--- src/rtl/hrp_pkg.sv ---
// Package for the HTTP request header parser: state codes, field classes,
// status codes, byte constants and the character class functions.
// Depends on nothing; imported by every other file of the project.
package hrp_pkg;

    // Parser states of the request head.
    typedef enum logic [4:0] {
        PS_METHOD_START = 5'd0,
        PS_METHOD       = 5'd1,
        PS_URI          = 5'd2,
        PS_VER_H        = 5'd3,
        PS_VER_T1       = 5'd4,
        PS_VER_T2       = 5'd5,
        PS_VER_P        = 5'd6,
        PS_VER_SLASH    = 5'd7,
        PS_MAJOR_START  = 5'd8,
        PS_MAJOR        = 5'd9,
        PS_MINOR_START  = 5'd10,
        PS_MINOR        = 5'd11,
        PS_NL1          = 5'd12,
        PS_LINE_START   = 5'd13,
        PS_LWS          = 5'd14,
        PS_NAME         = 5'd15,
        PS_SP_VALUE     = 5'd16,
        PS_VALUE        = 5'd17,
        PS_NL2          = 5'd18,
        PS_NL3          = 5'd19
    } parse_state_t;

    // Status codes of a result beat.
    localparam logic [1:0] STAT_CONTINUE  = 2'd0;
    localparam logic [1:0] STAT_DONE      = 2'd1;
    localparam logic [1:0] STAT_MALFORMED = 2'd2;

    // Field classes of a result beat.
    localparam logic [2:0] CLS_NONE   = 3'd0;
    localparam logic [2:0] CLS_METHOD = 3'd1;
    localparam logic [2:0] CLS_URI    = 3'd2;
    localparam logic [2:0] CLS_NAME   = 3'd3;
    localparam logic [2:0] CLS_VALUE  = 3'd4;

    // Matcher position once the name cannot be Host, and after a full match.
    localparam logic [2:0] NAME_MISS = 3'd7;
    localparam logic [2:0] NAME_FULL = 3'd4;

    // Version accumulator saturation value.
    localparam logic [9:0]  VER_MAX    = 10'd999;
    localparam logic [13:0] VER_MAX_W  = 14'd999;

    // Byte constants.
    localparam logic [7:0] CH_HT    = 8'h09;
    localparam logic [7:0] CH_LF    = 8'h0A;
    localparam logic [7:0] CH_CR    = 8'h0D;
    localparam logic [7:0] CH_SP    = 8'h20;
    localparam logic [7:0] CH_DOT   = 8'h2E;
    localparam logic [7:0] CH_SLASH = 8'h2F;
    localparam logic [7:0] CH_ZERO  = 8'h30;
    localparam logic [7:0] CH_NINE  = 8'h39;
    localparam logic [7:0] CH_COLON = 8'h3A;
    localparam logic [7:0] CH_H     = 8'h48;
    localparam logic [7:0] CH_P     = 8'h50;
    localparam logic [7:0] CH_T     = 8'h54;
    localparam logic [7:0] CH_LO_O  = 8'h6F;
    localparam logic [7:0] CH_LO_S  = 8'h73;
    localparam logic [7:0] CH_LO_T  = 8'h74;
    localparam logic [7:0] CH_DEL   = 8'h7F;
    localparam logic [7:0] CH_CTL_MAX  = 8'h1F;
    localparam logic [7:0] CH_ASCII_MAX = 8'h7F;

    // Parser state carried from one byte to the next.
    typedef struct packed {
        parse_state_t pstate;
        logic [9:0]   major_acc;
        logic [9:0]   minor_acc;
        logic         header_seen;
        logic [2:0]   name_match_pos;
        logic         name_is_host;
    } hrp_state_t;

    // One result beat.
    typedef struct packed {
        logic [1:0] status;
        logic [2:0] field_class;
        logic [7:0] byte_out;
        logic       new_header;
        logic       host_value;
        logic [9:0] version_major;
        logic [9:0] version_minor;
    } hrp_result_t;

    // Control characters.
    function automatic logic is_ctl(input logic [7:0] b);
        return (b <= CH_CTL_MAX) || (b == CH_DEL);
    endfunction

    // Separator characters of the token grammar.
    function automatic logic is_special(input logic [7:0] b);
        logic r;
        unique case (b)
            8'h28, 8'h29, 8'h3C, 8'h3E, 8'h40,
            8'h2C, 8'h3B, 8'h3A, 8'h5C, 8'h22,
            8'h2F, 8'h5B, 8'h5D, 8'h3F, 8'h3D,
            8'h7B, 8'h7D, 8'h20, 8'h09: r = 1'b1;
            default: r = 1'b0;
        endcase
        return r;
    endfunction

    // Token characters: printable ASCII that is not a separator.
    function automatic logic is_token(input logic [7:0] b);
        return (b <= CH_ASCII_MAX) && !is_ctl(b) && !is_special(b);
    endfunction

    function automatic logic is_num(input logic [7:0] b);
        return (b >= CH_ZERO) && (b <= CH_NINE);
    endfunction

    // The letters of "Host", by position.
    function automatic logic [7:0] host_char(input logic [1:0] pos);
        logic [7:0] c;
        unique case (pos)
            2'd0: c = CH_H;
            2'd1: c = CH_LO_O;
            2'd2: c = CH_LO_S;
            default: c = CH_LO_T;
        endcase
        return c;
    endfunction

    // Decimal accumulate with saturation: acc * 10 + digit, capped at 999.
    function automatic logic [9:0] acc_digit(input logic [9:0] acc, input logic [7:0] b);
        logic [13:0] v;
        v = ({4'd0, acc} << 3) + ({4'd0, acc} << 1) + {10'd0, b[3:0]};
        return (v > VER_MAX_W) ? VER_MAX : v[9:0];
    endfunction

endpackage

--- src/rtl/hrp_step.sv ---
// One-byte step of the request head parser: next state and result beat.
// Purely combinational; uses the types and functions of hrp_pkg.
module hrp_step import hrp_pkg::*; (
    input  logic [7:0]  data_byte,
    input  hrp_state_t  cur,
    output hrp_state_t  nxt,
    output hrp_result_t res
);

    logic       bad;
    logic [1:0] status;
    logic [2:0] cls;
    logic       nh;
    logic       hv;
    hrp_state_t upd;

    // State transition for the current byte.
    always_comb begin
        upd    = cur;
        bad    = 1'b0;
        status = STAT_CONTINUE;
        cls    = CLS_NONE;
        nh     = 1'b0;
        hv     = 1'b0;
        unique case (cur.pstate)
            PS_METHOD_START: begin
                if (!is_token(data_byte)) begin
                    bad = 1'b1;
                end else begin
                    upd.pstate = PS_METHOD;
                    cls = CLS_METHOD;
                end
            end
            PS_METHOD: begin
                if (data_byte == CH_SP) upd.pstate = PS_URI;
                else if (!is_token(data_byte)) bad = 1'b1;
                else cls = CLS_METHOD;
            end
            PS_URI: begin
                if (data_byte == CH_SP) upd.pstate = PS_VER_H;
                else if (is_ctl(data_byte)) bad = 1'b1;
                else cls = CLS_URI;
            end
            PS_VER_H: begin
                if (data_byte == CH_H) upd.pstate = PS_VER_T1;
                else bad = 1'b1;
            end
            PS_VER_T1: begin
                if (data_byte == CH_T) upd.pstate = PS_VER_T2;
                else bad = 1'b1;
            end
            PS_VER_T2: begin
                if (data_byte == CH_T) upd.pstate = PS_VER_P;
                else bad = 1'b1;
            end
            PS_VER_P: begin
                if (data_byte == CH_P) upd.pstate = PS_VER_SLASH;
                else bad = 1'b1;
            end
            PS_VER_SLASH: begin
                if (data_byte == CH_SLASH) begin
                    upd.major_acc = '0;
                    upd.minor_acc = '0;
                    upd.pstate    = PS_MAJOR_START;
                end else begin
                    bad = 1'b1;
                end
            end
            PS_MAJOR_START: begin
                if (is_num(data_byte)) begin
                    upd.major_acc = acc_digit(cur.major_acc, data_byte);
                    upd.pstate    = PS_MAJOR;
                end else begin
                    bad = 1'b1;
                end
            end
            PS_MAJOR: begin
                if (data_byte == CH_DOT) upd.pstate = PS_MINOR_START;
                else if (is_num(data_byte)) upd.major_acc = acc_digit(cur.major_acc, data_byte);
                else bad = 1'b1;
            end
            PS_MINOR_START: begin
                if (is_num(data_byte)) begin
                    upd.minor_acc = acc_digit(cur.minor_acc, data_byte);
                    upd.pstate    = PS_MINOR;
                end else begin
                    bad = 1'b1;
                end
            end
            PS_MINOR: begin
                if (data_byte == CH_CR) upd.pstate = PS_NL1;
                else if (is_num(data_byte)) upd.minor_acc = acc_digit(cur.minor_acc, data_byte);
                else bad = 1'b1;
            end
            PS_NL1: begin
                if (data_byte == CH_LF) upd.pstate = PS_LINE_START;
                else bad = 1'b1;
            end
            PS_LINE_START: begin
                if (data_byte == CH_CR) begin
                    upd.pstate = PS_NL3;
                end else if (cur.header_seen && (data_byte == CH_SP || data_byte == CH_HT)) begin
                    upd.pstate = PS_LWS;
                end else if (!is_token(data_byte)) begin
                    bad = 1'b1;
                end else begin
                    // First byte of a new header name.
                    upd.header_seen    = 1'b1;
                    upd.name_is_host   = 1'b0;
                    upd.name_match_pos = (data_byte == CH_H) ? 3'd1 : NAME_MISS;
                    upd.pstate         = PS_NAME;
                    cls = CLS_NAME;
                    nh  = 1'b1;
                end
            end
            PS_LWS: begin
                if (data_byte == CH_CR) begin
                    upd.pstate = PS_NL2;
                end else if (data_byte == CH_SP || data_byte == CH_HT) begin
                    upd.pstate = PS_LWS;
                end else if (is_ctl(data_byte)) begin
                    bad = 1'b1;
                end else begin
                    upd.pstate = PS_VALUE;
                    cls = CLS_VALUE;
                    hv  = cur.name_is_host;
                end
            end
            PS_NAME: begin
                if (data_byte == CH_COLON) begin
                    upd.name_is_host = (cur.name_match_pos == NAME_FULL);
                    upd.pstate       = PS_SP_VALUE;
                end else if (!is_token(data_byte)) begin
                    bad = 1'b1;
                end else begin
                    // Track whether the name is still a prefix of "Host".
                    if (cur.name_match_pos < NAME_FULL
                        && data_byte == host_char(cur.name_match_pos[1:0])) begin
                        upd.name_match_pos = cur.name_match_pos + 3'd1;
                    end else begin
                        upd.name_match_pos = NAME_MISS;
                    end
                    cls = CLS_NAME;
                end
            end
            PS_SP_VALUE: begin
                if (data_byte == CH_SP) upd.pstate = PS_VALUE;
                else bad = 1'b1;
            end
            PS_VALUE: begin
                if (data_byte == CH_CR) begin
                    upd.pstate = PS_NL2;
                end else if (is_ctl(data_byte)) begin
                    bad = 1'b1;
                end else begin
                    cls = CLS_VALUE;
                    hv  = cur.name_is_host;
                end
            end
            PS_NL2: begin
                if (data_byte == CH_LF) upd.pstate = PS_LINE_START;
                else bad = 1'b1;
            end
            PS_NL3: begin
                if (data_byte == CH_LF) status = STAT_DONE;
                else bad = 1'b1;
            end
            default: begin
                bad = 1'b1;
            end
        endcase

        if (bad) begin
            status = STAT_MALFORMED;
            cls    = CLS_NONE;
            nh     = 1'b0;
            hv     = 1'b0;
        end
    end

    // Result beat and return to method start after done or malformed.
    always_comb begin
        res.status        = status;
        res.field_class   = cls;
        res.byte_out      = (cls != CLS_NONE) ? data_byte : 8'd0;
        res.new_header    = nh;
        res.host_value    = hv;
        res.version_major = upd.major_acc;
        res.version_minor = upd.minor_acc;

        nxt = upd;
        if (status != STAT_CONTINUE) begin
            nxt.pstate         = PS_METHOD_START;
            nxt.header_seen    = 1'b0;
            nxt.name_match_pos = 3'd0;
            nxt.name_is_host   = 1'b0;
        end
    end

endmodule

--- src/rtl/http_request_header_parser.sv ---
// Top level of the HTTP request header parser: input register, parser state,
// result register and handshakes. Depends on hrp_pkg and hrp_step.
//
//   channel  | direction | ports                          | moves
//   s_       | in        | s_valid, s_ready, s_data_byte  | one request byte per beat
//   m_       | out       | m_valid, m_ready, m_status ... | one result per byte
//
// One byte per cycle sustained while m_ready stays high. Each byte passes from the
// input register through a single state update into the result register.
// Reset (aresetn, synchronous, low) puts the parser at method start with zero
// version counts. A stall on m_ready holds the result; the input register still
// takes one more beat before s_ready drops.
module http_request_header_parser import hrp_pkg::*; (
    input  logic       aclk,
    input  logic       aresetn,
    input  logic       s_valid,
    output logic       s_ready,
    input  logic [7:0] s_data_byte,
    output logic       m_valid,
    input  logic       m_ready,
    output logic [1:0] m_status,
    output logic [2:0] m_field_class,
    output logic [7:0] m_byte_out,
    output logic       m_new_header,
    output logic       m_host_value,
    output logic [9:0] m_version_major,
    output logic [9:0] m_version_minor
);

    logic        in_valid_reg;
    logic [7:0]  in_byte_reg;
    logic        out_valid_reg;
    hrp_result_t out_reg;
    hrp_state_t  state_reg;
    hrp_state_t  state_next;
    hrp_result_t res_next;
    logic        advance;

    // The step fires when a byte waits and the result register is free or being read out.
    assign advance = in_valid_reg && (!out_valid_reg || m_ready);
    assign s_ready = !in_valid_reg || advance;

    hrp_step u_step (
        .data_byte (in_byte_reg),
        .cur       (state_reg),
        .nxt       (state_next),
        .res       (res_next)
    );

    // Input register.
    always_ff @(posedge aclk) begin
        if (!aresetn) begin
            in_valid_reg <= 1'b0;
        end else if (s_ready) begin
            in_valid_reg <= s_valid;
        end
        if (s_valid && s_ready) begin
            in_byte_reg <= s_data_byte;
        end
    end

    // Parser state, updated once for each byte that moves to the result register.
    always_ff @(posedge aclk) begin
        if (!aresetn) begin
            state_reg.pstate         <= PS_METHOD_START;
            state_reg.major_acc      <= '0;
            state_reg.minor_acc      <= '0;
            state_reg.header_seen    <= 1'b0;
            state_reg.name_match_pos <= 3'd0;
            state_reg.name_is_host   <= 1'b0;
        end else if (advance) begin
            state_reg <= state_next;
        end
    end

    // Result register.
    always_ff @(posedge aclk) begin
        if (!aresetn) begin
            out_valid_reg <= 1'b0;
        end else if (advance) begin
            out_valid_reg <= 1'b1;
        end else if (m_ready) begin
            out_valid_reg <= 1'b0;
        end
        if (advance) begin
            out_reg <= res_next;
        end
    end

    assign m_valid         = out_valid_reg;
    assign m_status        = out_reg.status;
    assign m_field_class   = out_reg.field_class;
    assign m_byte_out      = out_reg.byte_out;
    assign m_new_header    = out_reg.new_header;
    assign m_host_value    = out_reg.host_value;
    assign m_version_major = out_reg.version_major;
    assign m_version_minor = out_reg.version_minor;

    // A done or malformed byte sends the parser back to method start.
    a_restart: assert property (@(posedge aclk) disable iff (!aresetn)
        advance && res_next.status != STAT_CONTINUE
        |=> state_reg.pstate == PS_METHOD_START && !state_reg.header_seen)
        else $error("parser did not return to method start");

    // A held result must not be overwritten while the sink stalls.
    a_hold: assert property (@(posedge aclk) disable iff (!aresetn)
        out_valid_reg && !m_ready |=> out_valid_reg && $stable(out_reg))
        else $error("stalled result changed");

    // Host flag only on header value bytes, new header only on name bytes.
    a_flags: assert property (@(posedge aclk) disable iff (!aresetn)
        out_valid_reg
        |-> (!m_host_value || m_field_class == CLS_VALUE)
            && (!m_new_header || m_field_class == CLS_NAME))
        else $error("flag on wrong field class");

    // Version counts stay saturated.
    a_ver: assert property (@(posedge aclk) disable iff (!aresetn)
        state_reg.major_acc <= VER_MAX && state_reg.minor_acc <= VER_MAX)
        else $error("version count above limit");

endmodule

--- config.mk ---
export PLATFORM = sky130hd
export DESIGN_NAME = http_request_header_parser
export DESIGN_NICKNAME = d
export VERILOG_FILES = /design/src/rtl/hrp_pkg.sv /design/src/rtl/hrp_step.sv /design/src/rtl/http_request_header_parser.sv
export SDC_FILE = /design/constraint.sdc
export NUM_CORES = 1
export LEC_CHECK = 0
export ABC_AREA = 1
export BUFFER_PORTS_ARGS = -buffer_cell sky130_fd_sc_hd__buf_4
export CAP_MARGIN = 0
export CORE_MARGIN = 2
export CORE_UTILIZATION = 35
export CTS_CLUSTER_SIZE = 28
export DETAILED_ROUTE_END_ITERATION = 12
export GPL_TIMING_DRIVEN = 0
export HOLD_SLACK_MARGIN = 0.05
export SYNTH_ARGS = -nofsm -noshare
export SYNTH_HDL_FRONTEND = slang
export SYNTH_SLANG_ARGS = --single-unit
--- constraint.sdc ---
create_clock -name aclk -period 3.3 [get_ports aclk]
set_clock_uncertainty 0.15 [all_clocks]
set_input_delay 0.165 -clock aclk [delete_from_list [all_inputs] [get_ports aclk]]
set_output_delay 0.165 -clock aclk [all_outputs]
set_load 0.02 [all_outputs]
==> out/qor.yml <==
outcome: "complete, no violations"
clkSinkCount: 75
dieArea_um2: 18600
start_util_pct: 35.6
drive_above_1_share_pct: 13.0
cp_data_required_time_ps: 3400
hold_path_class: "input port to flip-flop"
routed_wl_um: 17800
detail-route-antenna-nets: 0
count_of_cell_types_in_the_netlist: 42
critical_path.startpoint_type: "flip-flop"
cts.root.buffer_cell: "sky130_fd_sc_hd__clkbuf_16"
synthCells: 922
critical_path_arrival_ps: 3250
fillCellCount: 1795
synthToLayoutAreaGrowth_pct: 20.2
clockBufferDepth: 2
placement_rows: 48
buffer_ports.inserted: 48
pin_count_of_the_biggest_net_entering_global_routing: 26
dieHeight_um: 136
tritoncts: "yes"
synth_edf_count: 43
number_of_h_tree_levels: 3
finalPower_uw: 3840
setup_viol: 0
maxClockFrequency_ghz: 0.317
cts-buffers-inserted: 9
clock_latency_ps: 360
grt_first_pass_wirelength_um: 28200
viasPerCell: 5.02
die_width_um: 136
drt-pass1-iter-count: 4
dpl.hpwl_um: 13400
final.min_clock_period_ps: 3160
instances_no_fill: 1231
worstSetupEndpointType: "flip-flop"
fin_setup_tns_ps: 0
finalCritPeriodShare_pct: 95.7
vias: 6183
max-cap-violations: 0
irDropWorstVdd_v: 0.000272
design.portCount: 49
initialDrtViolationCount: 481
timing.critical_path.fanout_max: 5
synth.most_common_cell: "sky130_fd_sc_hd__nand2_1"
ys_top_cells_by_count: "269 x sky130_fd_sc_hd__nand2_1, 136 x sky130_fd_sc_hd__nor2_1, 108 x sky130_fd_sc_hd__inv_1, 93 x sky130_fd_sc_hd__nand3_1"
drc_errors: 0
finalNetCount: 1060
setup.worst_path.class: "flip-flop to flip-flop"
overflow: 0
synthArstFlopShare_pct: 0
largest_reg_flops: 30
synth_largest_type_area_fraction_pct: 21.1
cts.clk_slew.worst_paths_ps: 70
grt_usage_pct: 19.6
num_antenna_cells: 0
synthTopCellsByArea: "sky130_fd_sc_hd__edfxtp_1 21%, sky130_fd_sc_hd__nand2_1 16%, sky130_fd_sc_hd__dfxtp_1 10%"
synth_area_leader_cell: "sky130_fd_sc_hd__edfxtp_1"
worst-slew-pin-transition_ps: 883
placed_cells_incl_taps: 1196
syn_nets: 981
wire_per_inst_um: 14.5
synthFlopType: "sky130_fd_sc_hd__edfxtp_1"
cellLeakagePower_uw: 0.00374
holdWs_ps: 79.8
fraction_of_the_yosys_area_taken_by_sequential_cells_pct: 31.5
synth_area_per_cell_um2: 6.65
drv_slew: 0
finalHoldViolations: 0
synth-seq-cells: 75
standard_cell_core_area_um2: 17200
cellPowerDensity_nw_per_um2: 521
max_slew_margin_pct: 40.7
ys_warn_count: 0
syn_area_um2: 6130
antenna_found_initial: 0
routabilityCongestion: 0.941
grt_pass1_vias: 5658
stage by stage:
step	setup slack, ps	util, %	instance area (µm²)
2_1_floorplan	279	-	6130
3_3_place_gp	-374	39.3	6770
3_5_place_dp	-372	39.4	6790
4_1_cts	9.91	42.2	7280
5_1_grt	-40.0	42.8	7370
6_report	142	42.8	7370
worst max-delay path, stage by stage (launching register included):
cell                       delay (ps)
sky130_fd_sc_hd__edfxtp_1         500
sky130_fd_sc_hd__inv_4            160
sky130_fd_sc_hd__fa_2             470
sky130_fd_sc_hd__fa_2             450
sky130_fd_sc_hd__o21ai_2          190
sky130_fd_sc_hd__nand2_1          100
sky130_fd_sc_hd__nand3_1           80
sky130_fd_sc_hd__nand2_1           50
sky130_fd_sc_hd__inv_1             60
sky130_fd_sc_hd__nand3_2          120
sky130_fd_sc_hd__nor2_4           220
sky130_fd_sc_hd__nand3_1          120
sky130_fd_sc_hd__nand3_1          110
sky130_fd_sc_hd__nand2_1           90
sky130_fd_sc_hd__o21bai_1         130
sky130_fd_sc_hd__inv_1             50
layout by cell type (no fill, tap or decap), drive strengths merged, types with 9 or more instances in the layout:
cell and instances:
a21oi 45, nor2 151, o21ai 37, nand4 12
xor2 9, ha 43, nand2 274, inv 121
edfxtp 43, clkbuf 20, dlygate4sd3 11, nand3 95
nor3 10, buf 59, dfxtp 32
where the power goes:
group | leakage (µW) | internal [µW] | switching, µW | total [µW]
combinational | 0.00290 | 529 | 1020 | 1550
clock | 0.000158 | 672 | 421 | 1090
sequential | 0.000678 | 1110 | 92.5 | 1200
total | 0.00374 | 2310 | 1530 | 3840
path summary, 6_finish.rpt:
| path | start | endpoint | slack, ps | cells after the start |
|---|---|---|---|---|
| hold reg to reg | m_valid | m_valid | 360 | 2 |
| setup reg to reg | in_byte_reg[3] | state_reg[22] | 140 | 15 |
| hold / removal | aresetn | state_reg[5] | 80 | 5 |
| setup / recovery | in_byte_reg[3] | state_reg[22] | 140 | 15 |
final cells by class:
| cell class | instances | area (µm²) | area share, % |
|---|---|---|---|
| timing repair buffer | 66 | 539 | 7.32 |
| buffer | 14 | 73.8 | 1.00 |
| tap | 225 | 282 | 3.82 |
| multi-input combinational | 716 | 3770 | 51.1 |
| inverter | 119 | 452 | 6.13 |
| sequential | 75 | 1930 | 26.2 |
| clock inverter | 6 | 95.1 | 1.29 |
| clock buffer | 10 | 229 | 3.11 |
kinds of logic (layout without fill, tap and decap cells):
logic type / Yosys count / after routing / share of synthesized area (%)
buffers and inverters: 133 / 215 / 8.51
adder cells (fa/ha/maj): 47 / 47 / 10.1
AND/OR/NAND/NOR: 552 / 554 / 38.5
XOR/XNOR: 14 / 14 / 2.00
flip-flops: 75 / 75 / 31.5
AO/OA/AOI/OAI: 101 / 101 / 9.37
layer usage:
layer	up-vias	share of wire, %	global-route usage [%]
met2	166	44	31.2
met5	-	0	0
met1	2810	48	26.7
li1	3174	-	-
met3	33	4.3	2.39
met4	0	2.8	8.80
repair_timing:
item,CTS,global route
gates cloned,0,2
hold endpoints to repair,10,0
pin swaps,3,7
hold buffers,11,0
endpoints found under the setup margin,40,40
resized for setup,6,17
setup buffers,4,2
(Power assumes the default switching activity.)
